--- src/rtl/sai_pkg.sv ---
// ----------------------------------------------------------------------------
// Sorted array package
// Shared codes, widths and controller/datapath interface types.
// ----------------------------------------------------------------------------
package sai_pkg;

    localparam int DEPTH_DEF       = 16;
    localparam int VALUE_WIDTH_DEF = 32;

    localparam int MODE_W      = 2;
    localparam int ITEM_W      = 32;
    localparam int INDEX_W     = 4;
    localparam int READ_W      = 32;
    localparam int COUNT_OUT_W = 5;
    localparam int CAP_W       = 5;
    localparam int STATUS_W    = 2;

    localparam logic [CAP_W-1:0] CAP_RESET = 5'd16;

    typedef enum logic [MODE_W-1:0] {
        OP_INSERT = 2'd0,
        OP_LOOKUP = 2'd1,
        OP_REMOVE = 2'd2,
        OP_NOP    = 2'd3
    } op_t;

    typedef enum logic [STATUS_W-1:0] {
        ST_OK        = 2'd0,
        ST_FULL      = 2'd1,
        ST_BAD_INDEX = 2'd2
    } status_t;

    typedef enum logic [3:0] {
        S_IDLE,
        S_DECODE,
        S_INS_RD,
        S_INS_CMP,
        S_INS_PUT,
        S_LK_RD,
        S_LK_CAP,
        S_REM_RD,
        S_REM_WR,
        S_DONE
    } state_t;

    // Memory read address source
    typedef enum logic [1:0] {
        RA_PTR_DN,
        RA_PTR_UP,
        RA_INDEX
    } rd_sel_t;

    // Memory write data source
    typedef enum logic {
        WD_SHIFT,
        WD_ITEM
    } wr_sel_t;

    typedef struct packed {
        logic    capture;
        logic    mem_rd;
        rd_sel_t rd_sel;
        logic    mem_wr;
        wr_sel_t wr_sel;
        logic    ptr_dec;
        logic    ptr_inc;
        logic    cnt_inc;
        logic    cnt_dec;
        logic    rd_cap;
        logic    set_full;
        logic    set_bad;
        logic    load_out;
    } sai_cmd_t;

    typedef struct packed {
        op_t  op;
        logic full;
        logic bad_index;
        logic ptr_zero;
        logic ptr_up_in_range;
        logic shift_ge;
        logic out_busy;
    } sai_stat_t;

endpackage

--- src/rtl/sai_ctrl.sv ---
// ----------------------------------------------------------------------------
// Sorted array controller
// Sequences capture, search/shift loops and result hand-off for one operation.
// ----------------------------------------------------------------------------
module sai_ctrl
    import sai_pkg::*;
(
    input  logic      clk,
    input  logic      rst_n,
    input  logic      in_valid,
    output logic      in_ready,
    input  sai_stat_t stat,
    output sai_cmd_t  cmd
);

    state_t state_reg;
    state_t state_next;

    always_ff @(posedge clk or negedge rst_n)
    begin
        if (!rst_n)
        begin
            state_reg <= S_IDLE;
        end
        else
        begin
            state_reg <= state_next;
        end
    end

    always_comb
    begin
        state_next = state_reg;
        unique case (state_reg)
            S_IDLE:
            begin
                if (in_valid)
                begin
                    state_next = S_DECODE;
                end
            end
            S_DECODE:
            begin
                unique case (stat.op)
                    OP_INSERT: state_next = stat.full      ? S_DONE : S_INS_RD;
                    OP_LOOKUP: state_next = stat.bad_index ? S_DONE : S_LK_RD;
                    OP_REMOVE: state_next = stat.bad_index ? S_DONE : S_REM_RD;
                    OP_NOP:    state_next = S_DONE;
                endcase
            end
            S_INS_RD:  state_next = stat.ptr_zero ? S_INS_PUT : S_INS_CMP;
            S_INS_CMP: state_next = stat.shift_ge ? S_INS_RD : S_INS_PUT;
            S_INS_PUT: state_next = S_DONE;
            S_LK_RD:   state_next = S_LK_CAP;
            S_LK_CAP:  state_next = S_DONE;
            S_REM_RD:  state_next = stat.ptr_up_in_range ? S_REM_WR : S_DONE;
            S_REM_WR:  state_next = S_REM_RD;
            S_DONE:
            begin
                if (!stat.out_busy)
                begin
                    state_next = S_IDLE;
                end
            end
            default:   state_next = S_IDLE;
        endcase
    end

    always_comb
    begin
        cmd      = '0;
        in_ready = 1'b0;
        unique case (state_reg)
            S_IDLE:
            begin
                in_ready    = 1'b1;
                cmd.capture = in_valid;
            end
            S_DECODE:
            begin
                cmd.set_full = (stat.op == OP_INSERT) && stat.full;
                cmd.set_bad  = ((stat.op == OP_LOOKUP) || (stat.op == OP_REMOVE))
                               && stat.bad_index;
            end
            S_INS_RD:
            begin
                // fetch the entry just below the hole
                cmd.mem_rd = !stat.ptr_zero;
                cmd.rd_sel = RA_PTR_DN;
            end
            S_INS_CMP:
            begin
                // move a not-smaller entry up into the hole
                cmd.mem_wr  = stat.shift_ge;
                cmd.wr_sel  = WD_SHIFT;
                cmd.ptr_dec = stat.shift_ge;
            end
            S_INS_PUT:
            begin
                cmd.mem_wr  = 1'b1;
                cmd.wr_sel  = WD_ITEM;
                cmd.cnt_inc = 1'b1;
            end
            S_LK_RD:
            begin
                cmd.mem_rd = 1'b1;
                cmd.rd_sel = RA_INDEX;
            end
            S_LK_CAP:
            begin
                cmd.rd_cap = 1'b1;
            end
            S_REM_RD:
            begin
                cmd.mem_rd  = stat.ptr_up_in_range;
                cmd.rd_sel  = RA_PTR_UP;
                cmd.cnt_dec = !stat.ptr_up_in_range;
            end
            S_REM_WR:
            begin
                // close the gap by one entry
                cmd.mem_wr  = 1'b1;
                cmd.wr_sel  = WD_SHIFT;
                cmd.ptr_inc = 1'b1;
            end
            S_DONE:
            begin
                cmd.load_out = !stat.out_busy;
            end
            default:
            begin
                cmd = '0;
            end
        endcase
    end

endmodule

--- src/rtl/sai_datapath.sv ---
// ----------------------------------------------------------------------------
// Sorted array datapath
// Entry memory, operand and pointer registers, count, capacity and output stage.
// ----------------------------------------------------------------------------
module sai_datapath
    import sai_pkg::*;
#(
    parameter int DEPTH       = DEPTH_DEF,
    parameter int VALUE_WIDTH = VALUE_WIDTH_DEF
)
(
    input  logic                   clk,
    input  logic                   rst_n,
    input  logic                   cfg_wr_en,
    input  logic [CAP_W-1:0]       cfg_wr_data,
    input  logic [MODE_W-1:0]      mode,
    input  logic [ITEM_W-1:0]      item_value,
    input  logic [INDEX_W-1:0]     index,
    input  logic                   out_ready,
    output logic                   out_valid,
    output logic [READ_W-1:0]      read_value,
    output logic [COUNT_OUT_W-1:0] entry_count,
    output logic [STATUS_W-1:0]    status,
    input  sai_cmd_t               cmd,
    output sai_stat_t              stat
);

    localparam int AW  = $clog2(DEPTH);
    localparam int CW  = $clog2(DEPTH + 1);
    localparam int PW  = CW + 1;
    localparam int LW  = (CW > CAP_W) ? CW : CAP_W;
    localparam int IW  = (CW > INDEX_W) ? CW : INDEX_W;
    localparam int AIW = (AW > INDEX_W) ? AW : INDEX_W;
    localparam int VIW = (VALUE_WIDTH > ITEM_W) ? VALUE_WIDTH : ITEM_W;
    localparam int RW  = (VALUE_WIDTH > READ_W) ? VALUE_WIDTH : READ_W;
    localparam int OW  = (CW > COUNT_OUT_W) ? CW : COUNT_OUT_W;

    logic [VALUE_WIDTH-1:0] entry_mem [DEPTH];
    logic [VALUE_WIDTH-1:0] mem_rd_reg;

    logic [CAP_W-1:0]       cap_reg;
    logic [CW-1:0]          count_reg;
    logic [CW-1:0]          count_next;
    logic [CW-1:0]          ptr_reg;
    logic [CW-1:0]          ptr_next;
    op_t                    op_reg;
    logic [VALUE_WIDTH-1:0] item_reg;
    logic [INDEX_W-1:0]     idx_reg;
    logic [VALUE_WIDTH-1:0] rd_reg;
    status_t                st_reg;

    logic                   out_valid_reg;
    logic [READ_W-1:0]      out_read_reg;
    logic [COUNT_OUT_W-1:0] out_count_reg;
    status_t                out_status_reg;

    logic [VIW-1:0]         item_wide;
    logic [IW-1:0]          index_wide;
    logic [AIW-1:0]         idx_addr_wide;
    logic [PW-1:0]          ptr_up;
    logic [CW-1:0]          ptr_dn;
    logic [LW-1:0]          limit;
    logic [AW-1:0]          rd_addr;
    logic [AW-1:0]          wr_addr;
    logic [VALUE_WIDTH-1:0] wr_data;
    logic [RW-1:0]          rd_wide;
    logic [OW-1:0]          count_wide;

    assign item_wide     = VIW'(item_value);
    assign index_wide    = IW'(index);
    assign idx_addr_wide = AIW'(idx_reg);
    assign ptr_up        = PW'(ptr_reg) + PW'(1);
    assign ptr_dn        = ptr_reg - CW'(1);
    assign limit         = (LW'(cap_reg) < LW'(DEPTH)) ? LW'(cap_reg) : LW'(DEPTH);
    assign rd_wide       = RW'(rd_reg);
    assign count_wide    = OW'(count_reg);

    // Status toward the controller
    always_comb
    begin
        stat.op              = op_reg;
        stat.full            = LW'(count_reg) >= limit;
        stat.bad_index       = IW'(idx_reg) >= IW'(count_reg);
        stat.ptr_zero        = (ptr_reg == '0);
        stat.ptr_up_in_range = ptr_up < PW'(count_reg);
        stat.shift_ge        = (mem_rd_reg >= item_reg);
        stat.out_busy        = out_valid_reg && !out_ready;
    end

    always_comb
    begin
        case (cmd.rd_sel)
            RA_PTR_DN: rd_addr = ptr_dn[AW-1:0];
            RA_PTR_UP: rd_addr = ptr_up[AW-1:0];
            RA_INDEX:  rd_addr = idx_addr_wide[AW-1:0];
            default:   rd_addr = '0;
        endcase
    end

    assign wr_addr = ptr_reg[AW-1:0];
    assign wr_data = (cmd.wr_sel == WD_ITEM) ? item_reg : mem_rd_reg;

    always_ff @(posedge clk)
    begin
        if (cmd.mem_wr)
        begin
            entry_mem[wr_addr] <= wr_data;
        end
        if (cmd.mem_rd)
        begin
            mem_rd_reg <= entry_mem[rd_addr];
        end
    end

    always_comb
    begin
        ptr_next = ptr_reg;
        if (cmd.capture)
        begin
            // insert starts its hole at the top, remove at the index
            ptr_next = (op_t'(mode) == OP_INSERT) ? count_reg : index_wide[CW-1:0];
        end
        else if (cmd.ptr_dec)
        begin
            ptr_next = ptr_dn;
        end
        else if (cmd.ptr_inc)
        begin
            ptr_next = ptr_up[CW-1:0];
        end
    end

    always_comb
    begin
        count_next = count_reg;
        if (cmd.cnt_inc)
        begin
            count_next = count_reg + CW'(1);
        end
        else if (cmd.cnt_dec)
        begin
            count_next = count_reg - CW'(1);
        end
    end

    always_ff @(posedge clk or negedge rst_n)
    begin
        if (!rst_n)
        begin
            cap_reg       <= CAP_RESET;
            count_reg     <= '0;
            out_valid_reg <= 1'b0;
        end
        else
        begin
            if (cfg_wr_en)
            begin
                cap_reg <= cfg_wr_data;
            end
            count_reg <= count_next;
            if (cmd.load_out)
            begin
                out_valid_reg <= 1'b1;
            end
            else if (out_ready)
            begin
                out_valid_reg <= 1'b0;
            end
        end
    end

    always_ff @(posedge clk)
    begin
        ptr_reg <= ptr_next;
        if (cmd.capture)
        begin
            op_reg   <= op_t'(mode);
            item_reg <= item_wide[VALUE_WIDTH-1:0];
            idx_reg  <= index;
            rd_reg   <= '0;
            st_reg   <= ST_OK;
        end
        else
        begin
            if (cmd.rd_cap)
            begin
                rd_reg <= mem_rd_reg;
            end
            if (cmd.set_full)
            begin
                st_reg <= ST_FULL;
            end
            else if (cmd.set_bad)
            begin
                st_reg <= ST_BAD_INDEX;
            end
        end
        if (cmd.load_out)
        begin
            out_read_reg   <= rd_wide[READ_W-1:0];
            out_count_reg  <= count_wide[COUNT_OUT_W-1:0];
            out_status_reg <= st_reg;
        end
    end

    assign out_valid   = out_valid_reg;
    assign read_value  = out_read_reg;
    assign entry_count = out_count_reg;
    assign status      = out_status_reg;

endmodule

--- src/rtl/sorted_array_insert_remove.sv ---
// ----------------------------------------------------------------------------
// Sorted array with insert, lookup and remove
// Keeps values in ascending unsigned order in a single-port-style memory.
// ----------------------------------------------------------------------------
// Sequence, accept to out_valid: decode, then lookup reads and captures; insert
//   reads and compares for each entry moved up, then puts the value; remove
//   reads and writes for each entry moved down; full, bad index or no-op skip ahead.
// Throughput: one operation at a time; the next transaction is taken in the
//   cycle after the result is loaded.
// Reset (rst_n, async, active low): table empty, capacity 16, no result held.
// ----------------------------------------------------------------------------
module sorted_array_insert_remove
    import sai_pkg::*;
#(
    parameter int DEPTH       = DEPTH_DEF,
    parameter int VALUE_WIDTH = VALUE_WIDTH_DEF
)
(
    input  logic                   clk,
    input  logic                   rst_n,

    // capacity register write
    input  logic                   cfg_wr_en,
    input  logic [CAP_W-1:0]       cfg_wr_data,

    // operation channel
    input  logic                   in_valid,
    output logic                   in_ready,
    input  logic [MODE_W-1:0]      mode,
    input  logic [ITEM_W-1:0]      item_value,
    input  logic [INDEX_W-1:0]     index,

    // result channel
    output logic                   out_valid,
    input  logic                   out_ready,
    output logic [READ_W-1:0]      read_value,
    output logic [COUNT_OUT_W-1:0] entry_count,
    output logic [STATUS_W-1:0]    status
);

    // Controller drives commands, datapath answers with flags:
    //   insert walks down from the top, moving each entry that is not smaller
    //   than the new value up by one, then drops the value into the hole;
    //   remove walks up from the index, pulling each later entry down by one;
    //   lookup is a single registered memory read.
    sai_cmd_t  cmd;
    sai_stat_t stat;

    sai_ctrl u_ctrl (
        .clk      (clk),
        .rst_n    (rst_n),
        .in_valid (in_valid),
        .in_ready (in_ready),
        .stat     (stat),
        .cmd      (cmd)
    );

    // The datapath also holds the result register, so a finished transaction
    // waits there while the controller returns to idle and takes the next one.
    sai_datapath #(
        .DEPTH       (DEPTH),
        .VALUE_WIDTH (VALUE_WIDTH)
    ) u_datapath (
        .clk         (clk),
        .rst_n       (rst_n),
        .cfg_wr_en   (cfg_wr_en),
        .cfg_wr_data (cfg_wr_data),
        .mode        (mode),
        .item_value  (item_value),
        .index       (index),
        .out_ready   (out_ready),
        .out_valid   (out_valid),
        .read_value  (read_value),
        .entry_count (entry_count),
        .status      (status),
        .cmd         (cmd),
        .stat        (stat)
    );

endmodule

--- config.mk ---
export PLATFORM = sky130hd
export DESIGN_NAME = sorted_array_insert_remove
export DESIGN_NICKNAME = d
export VERILOG_FILES = /design/src/rtl/sai_pkg.sv /design/src/rtl/sai_ctrl.sv /design/src/rtl/sai_datapath.sv /design/src/rtl/sorted_array_insert_remove.sv
export SDC_FILE = /design/constraint.sdc
export NUM_CORES = 1
export LEC_CHECK = 0
export BUFFER_PORTS_ARGS = -buffer_cell sky130_fd_sc_hd__buf_2
export CAP_MARGIN = 0
export CELL_PAD_IN_SITES_DETAIL_PLACEMENT = 1
export CELL_PAD_IN_SITES_GLOBAL_PLACEMENT = 2
export CORE_MARGIN = 3
export CORE_UTILIZATION = 50
export DETAILED_ROUTE_END_ITERATION = 8
export HOLD_SLACK_MARGIN = 0.1
export PLACE_DENSITY_LB_ADDON = 0.1
export SLEW_MARGIN = 20
export SYNTH_ARGS = -nofsm -noshare
export SYNTH_HDL_FRONTEND = slang
export SYNTH_SLANG_ARGS = --single-unit
--- constraint.sdc ---
create_clock -name clk -period 8.25 [get_ports clk]
set_input_delay 0.4125 -clock clk [delete_from_list [all_inputs] [get_ports clk]]
set_output_delay 0.4125 -clock clk [all_outputs]
set_load 0.01 [all_outputs]
==> metrics.md, run 1 <==
| Metric | Value |
|---|---|
| Static Leak | `12.32 nW` |
| Initial antenna violation count | `0` |
| WP data required | `8.54 ns` |
| Ports | `89` |
| Max Transition Viols Final | `0` |
| Post-route ant nets | `0` |
| VDD IR max | `approximately 0.00055 V` |
| CTS tree | `built` |
| Via count | `15,070` |
| Compound-Gate Fraction of Synth Area | `0.02879` |
| Critical Path AT | `4.72 ns` |
| Ant. Diodes | `0` |
| Post-synthesis adder-cell area fraction | `0.02644` |
| # port buffers | `88` |
| Die Y | `~240 µm` |
| Share of cells above drive strength 1 | `0.1393` |
| Comb power frac | `0.377` |
| Finished Layout Cells | `2,679` |
| Commonest non-fill, non-tap cell in the layout | `edfxtp_1` |
| CTS root buf | `clkbuf_16` |
| Switching share of power | `0.3486` |
| Max-cap viol count | `0` |
| Synth warnings | `0` |
| Reg2Reg Setup Slack | `3.82 ns` |
| Most frequent cells in the layout | `edfxtp_1, mux2i_1, nand2_1, buf_2, clkbuf_16` |
| Busiest grt layer | `met2` |
| Simple-Gate Fraction of Synth Area | `0.03571` |
| Primary FF master, synth | `edfxtp_1` |
| Crit path from | `u_datapath.ptr_reg[0]` |
| Post-synthesis cell count | `1,717` |
| Vias in the first global route | `16,250` |
| Global Route met2 Usage | `0.3884` |
| CP Class | `register to register` |
| Placed Instances | `roughly 2,500` |
| Async S/R FF share, synth | `0.02222` |
| Post-synthesis mux area share | `0.1763` |
| CTS buffer count | `72` |
| GRT Overall Usage | `0.2305` |
| Congestion Overflow GR | `0` |
| Area used by multi-input combinational logic | `~7700 µm²` |
| Post-CTS setup buffers | `0` |
| Max reg flops | `512` |
| Die area | `between 50,000 and 60,000 µm²` |
| Internal power | `8.730 mW` |
| Crit path time final | `4.429 ns` |
| Pre-Repair DR Iteration Count | `7` |
| Synthesized cell area | `28,210 µm²` |
| CP endpoint kind | `register` |
| EDFF count, synth | `between 600 and 700` |
| WL per Instance | `25.11 µm` |
| Final period utilization | `0.5368` |
| Slew @ Worst Pin | `1.118 ns` |
| Sw Pwr | `4.671 mW` |
| GR Layer Usage met1 | `0.3150` |
| Synth cell types | `61` |
| #FFs+latches synth | `675` |
| Latest clock arrival within the worst-skew pair | `~0.61 ns` |
| Worst Skew | `0.03208 ns` |
| R2R Path End | `u_datapath.mem_rd_reg[17]` |
| Max Clock Freq | `225.8 MHz` |
| Post-Synth XOR/XNOR Area | `0.003682` |
| Outcome | `completed` |
| Area growth, synth to finish | `14.10%` |
| Syn avg cell area | `16.43 µm²` |
| Biggest register | `u_datapath.entry_mem` |
| DP Wirelength | `35,890 µm` |
| Die Wd | `about 240 µm` |
| DRC viols | `0` |
| Crit path launch type | `register` |
| CP endpoint | `u_datapath.mem_rd_reg[17]` |
| Final hold violations | `0` |
| DR vias/cell | `approximately 5.6` |
| GR Layer Usage met3 | `0.03599` |
| First-pass GRT wire length | `102,000 µm` |
| Critical path peak fanout | `107` |
| H-tree Lvls | `3` |
| Max_slew headroom | `0.2496` |
| PD cells | `around 420 nW/µm²` |
| Setup TNS | `0 ns` |
| Post-synthesis sequential area ratio | `0.7039` |
| Area of the core | `55,420 µm²` |
| Total wire length | `67,280 µm` |
| Maximum number of pins on one net before global-route repair | `about 110` |
| Largest family of logic cells by synthesized area | `multiplexers` |
| Nets | `1,981` |
| R2R cell count | `10` |
| Synth Net Count | `1,824` |
| Seq. cell area | `19,860 µm²` |
| Clock buffer depth | `3` |
| Worst hold path type | `input pin to register` |
| Initial drt markers | `about 1,200` |
| Setup-failing EPs final | `0` |
| Gp weighted congestion | `0.7290` |
| Sequential share of power | `0.384` |
| Worst-path clk slew | `~0.06 ns` |
| Worst reg2reg path startpoint | `u_datapath.ptr_reg[0]` |
| Rows | `86` |
| Fillers | `a little over 5,000` |
| DP Area | `29,370 µm²` |
| RSZ-0062 raised after global routing | `false` |
| Finished Cell Area | `32,180 µm²` |
| Sink Count | `675` |
| Clock power share | `0.239` |
| Initial Util | `0.5090` |
## worst max-delay path, stage by stage, from the launching register on
cell and delay (ns):
edfxtp_1 0.57, inv_1 0.17, ha_1 0.45, mux2i_1 0.16, mux2i_4 0.65, buf_12 0.59, buf_4 0.59, mux2i_1 0.31
mux2i_1 0.13, mux2i_1 0.18, mux2i_1 0.16
## cell usage after synthesis (8+ instances only)
master / n / area (µm²)
dfxtp_1: 34 / 680.7
a21oi_1: 59 / 295.3
ha_1: 58 / 725.7
buf_2: 18 / 90.09
mux2i_1: 489 / 4895
o21ai_0: 10 / 50.05
buf_4: 27 / 202.7
clkbuf_1: 18 / 67.56
nor2_1: 19 / 71.32
nand2_1: 126 / 473.0
o21ai_1: 35 / 175.2
buf_6: 14 / 157.7
inv_1: 48 / 180.2
dfrtp_1: 14 / 350.3
and4b_1: 8 / 80.08
edfxtp_1: 626 / 18800
## cell type report
type,instances,share of cell area
flip-flops and latches,675,0.6169
repair buffers,163,0.03514
clock inverters,42,0.01279
inverters,48,0.005598
well taps,748,0.02908
clock buffers,89,0.05987
multi-input cells,914,0.2406
## power groups by stage
stage | logic, mW | registers [mW] | clock network (mW)
CTS | 5.12 | 5.15 | 3.27
global placement | 4.90 | 5.19 | 0
global route | 5.54 | 5.20 | 3.42
finish | 5.05 | 5.15 | 3.21
detailed placement | 5.06 | 5.21 | 0
floorplan | 3.97 | 5.07 | 0
## layer usage
metal | share of wire | routed length [µm]
met3 | 0.038 | 2554
met1 | 0.45 | 30230
met5 | 0 | 0
met4 | 0.026 | 1718
met2 | 0.49 | 32770
## repair_timing
action	4_1_cts	5_1_grt
resized for setup	0	0
hold buffers	46	0
hold endpoints to repair	58	0
## kinds of logic after synthesis
logic type / Yosys count
compound gates: 138
xor+xnor: 11
fa+ha+maj: 59
buf+inv: 128
flops: 675
mux: 495
simple gates: 211
## per-stage QoR
step	hold WS [ns]	utilization	power, mW	worst slack, ns
after floorplan	0.1169	-	9.039	4.489
after global placement	0.3432	0.5301	10.09	3.909
after detailed placement	0.3475	0.5301	10.27	3.766
after CTS	0.1117	0.5806	13.53	3.752
after global routing	0.1175	0.5808	14.17	3.546
final	0.1405	0.5808	13.40	3.821
## how the worst min path moves through the flow
stage               slack [ns]  depth (start not counted)                     to  startpoint
global placement          0.34                          1  u_datapath.cap_reg[1]       rst_n
global route              0.12                          2    u_ctrl.state_reg[0]    in_valid
CTS                       0.11                          2    u_ctrl.state_reg[0]    in_valid
detailed placement        0.35                          1  u_datapath.cap_reg[0]       rst_n
floorplan                 0.12                          0    u_ctrl.state_reg[0]       rst_n
finish                    0.14                          2    u_ctrl.state_reg[0]    in_valid
Note: power is estimated with default switching activity, not from simulation.
==> run 2: changes to the inputs <==
--- a/config.mk
+++ b/config.mk
@@ -10,7 +10,7 @@
 export CELL_PAD_IN_SITES_DETAIL_PLACEMENT = 1
 export CELL_PAD_IN_SITES_GLOBAL_PLACEMENT = 2
 export CORE_MARGIN = 3
-export CORE_UTILIZATION = 50
+export CORE_UTILIZATION = 42
 export DETAILED_ROUTE_END_ITERATION = 8
 export HOLD_SLACK_MARGIN = 0.1
 export PLACE_DENSITY_LB_ADDON = 0.1
==> constraint.sdc (replaced) <==
create_clock -name clk -period 3.95 [get_ports clk]
set_input_delay 0.1975 -clock clk [delete_from_list [all_inputs] [get_ports clk]]
set_output_delay 0.1975 -clock clk [all_outputs]
set_load 0.01 [all_outputs]
==> run 2 against run 1 <==
  * First-iteration DRC count fell by 30%
  * Flip-flop and latch count stayed put
  * Register-to-register slack got worse by 3.7 ns
  * Critical path type unchanged
==> metrics.md, run 2 (same netlist as run 1, synthesis figures left out) <==
| Metric | Value |
|---|---|
| Hold Path Stages | `2` |
| Maximum number of pins on one net before global-route repair | `67` |
| Reg2Reg Setup Slack | `0.14 ns` |
| Final hold violations | `0` |
| Worst hold path type | `input pin to register` |
| Final period utilization | `0.9638` |
| Max_slew headroom | `0.3375` |
| Die Wd | `265.2 µm` |
| Critical Path AT | `4.07 ns` |
| Area growth, synth to finish | `17.65%` |
| Post-place setup slack | `-0.1371 ns` |
| Commonest non-fill, non-tap cell in the layout | `edfxtp_1` |
| Crit path launch type | `register` |
| Congestion Overflow GR | `0` |
| Area of the core | `66,100 µm²` |
| First-pass GRT wire length | `~100,000 µm` |
| Area used by multi-input combinational logic | `7750 µm²` |
| Max Clock Freq | `262.7 MHz` |
| Crit-path cells | `ha_1 > nand4_1 > nor4_4 > o211ai_1 > o211ai_2 > a31oi_4 > nand2_4 > and3_2 > buf_4` |
| Via count | `15,070` |
| Max reg flops | `a little over 500` |
| CP endpoint kind | `register` |
| Nets | `roughly 2,000` |
| Most frequent cells in the layout | `edfxtp_1, mux2i_1, nand2_1, buf_2, clkbuf_16` |
| R2R cell count | `9` |
| Worst Skew | `0.01572 ns` |
| WL per Instance | `24.05 µm` |
| Post-route ant nets | `0` |
| Latest clock arrival within the worst-skew pair | `0.62 ns` |
| Share of cells above drive strength 1 | `0.1617` |
| Fillers | `6,284` |
| Initial antenna violation count | `0` |
| Critical path peak fanout | `16` |
| Initial drt markers | `about 830` |
| DRC viols | `0` |
| Power Total | `between 20 and 30 mW` |
| Die area | `70,300 µm²` |
| CP Class | `register to register` |
| Placed Instances | `between 2,000 and 3,000` |
| Critical Path Max Stage Delay | `0.52 ns` |
| Seq. cell area | `19,860 µm²` |
| Worst-path clk slew | `around 0.060 ns` |
| Post-CTS setup buffers | `0` |
| Vias in the first global route | `16,110` |
| DR vias/cell | `5.265` |
| Total wire length | `68,860 µm` |
| Setup-failing EPs final | `0` |
| CTS tree | `built` |
| Finished Cell Area | `roughly 33,000 µm²` |
| WP data required | `approximately 4.2 ns` |
| H-tree Lvls | `3` |
| # port buffers | `88` |
| Ports | `89` |
| Final WS setup | `between 0.1 and 0.15 ns` |
| Hold path start | `item_value[17]` |
| Crit path time final | `between 3 and 4 ns` |
| Critical-path top delay cell | `edfxtp_1` |
| Worst reg2reg path startpoint | `u_datapath.mem_rd_reg[15]` |
| Gp weighted congestion | `0.7303` |
| R2R Path End | `u_datapath.entry_mem[1][0]` |
| Hold EP | `u_datapath.item_reg[17]` |
| DP Area | `30,160 µm²` |
| Max-cap viol count | `0` |
| CTS root buf | `clkbuf_16` |
| Finished Layout Cells | `2,863` |
| Static Leak | `12.75 nW` |
| GRT Overall Usage | `0.1975` |
| RSZ-0062 raised after global routing | `false` |
| Max Transition Viols Final | `0` |
| Pre-Repair DR Iteration Count | `5` |
| PD cells | `882.2 nW/µm²` |
| Biggest register | `u_datapath.entry_mem` |
| Slew @ Worst Pin | `0.9938 ns` |
| Die Y | `265.2 µm` |
| VDD IR max | `~0.00066 V` |
| Sink Count | `675` |
| CTS buffer count | `76` |
| Initial Util | `0.4267` |
| Outcome | `completed` |
| DP Wirelength | `approximately 42,000 µm` |
| Clock buffer depth | `3` |
| Rows | `94` |
run 2: cell types whose count changed in the layout (fill, tap and decap cells not counted), moves of 8 or more:
cell,delta
clkbuf_1,+8
dlygate4sd3_1,+8
buf_4,+27
buf_12,+22
run 2: worst max-delay path by stage:
stage | startpoint | end | cells after the start
CTS | u_datapath.mem_rd_reg[15] | u_datapath.entry_mem[1][0] | 9
finish | u_datapath.mem_rd_reg[15] | u_datapath.entry_mem[1][0] | 9
floorplan | u_datapath.ptr_reg[0] | u_datapath.mem_rd_reg[0] | 10
global placement | u_datapath.mem_rd_reg[15] | u_datapath.entry_mem[2][12] | 9
detailed placement | u_datapath.mem_rd_reg[15] | u_datapath.entry_mem[1][12] | 9
global route | u_datapath.mem_rd_reg[15] | u_datapath.entry_mem[1][0] | 9
run 2: worst max-delay path, delay by kind of cell (launching register included):
kind | cells | cell delay (ns)
adder cells (fa/ha/maj) | 1 | 0.38
AND/OR/NAND/NOR | 4 | 1.24
flip-flops | 1 | 0.52
AO/OA/AOI/OAI | 3 | 0.90
buffers and inverters | 1 | 0.37
run 2: power breakdown:
part | switching (mW) | leakage [nW] | total, mW | internal [mW]
registers | 0.571 | 6.12 | 10.7 | 10.1
clock network | 2.84 | 1.19 | 6.95 | 4.11
logic | 6.99 | 5.43 | 11.7 | 4.68
total | 10.4 | 12.7 | 29.3 | 18.9
run 2: final cells by class:
cell class / instances / share of cell area
Antenna cell: 1 / 0.00007541
Clock buffer: 103 / 0.06281
Clock inverter: 38 / 0.01139
Inverter: 48 / 0.005429
Multi-Input combinational cell: 914 / 0.2335
Sequential cell: 675 / 0.5983
Tap cell: 864 / 0.03258
Timing Repair Buffer: 220 / 0.05588
run 2: timing repair:
item | 4_1_cts | 5_1_grt
endpoints found under the hold margin | 63 | 0
hold buffers | 54 | 0
cloned | 0 | 0
pin swaps | 0 | 1
gates resized for setup | 1 | 1
endpoints found under the setup margin | 512 | 424
run 2: through the flow:
stage,setup TNS (ns),util,hold slack [ns]
2_1_floorplan,0,-,-0.09809
3_3_place_gp,-262.10,0.4562,0.1376
3_5_place_dp,-41.53,0.4563,0.1447
4_1_cts,0,0.5018,0.2442
5_1_grt,0,0.5020,0.2495
6_report,0,0.5021,0.2922
run 2: routing by layer:
metal / vias up / share of wire / global-route usage
met5: - / 0 / 0
met4: 0 / 0.023 / 0.05409
met3: 103 / 0.034 / 0.02969
met2: 241 / 0.49 / 0.3379
met1: 7736 / 0.45 / 0.2645
li1: 6993 / - / -
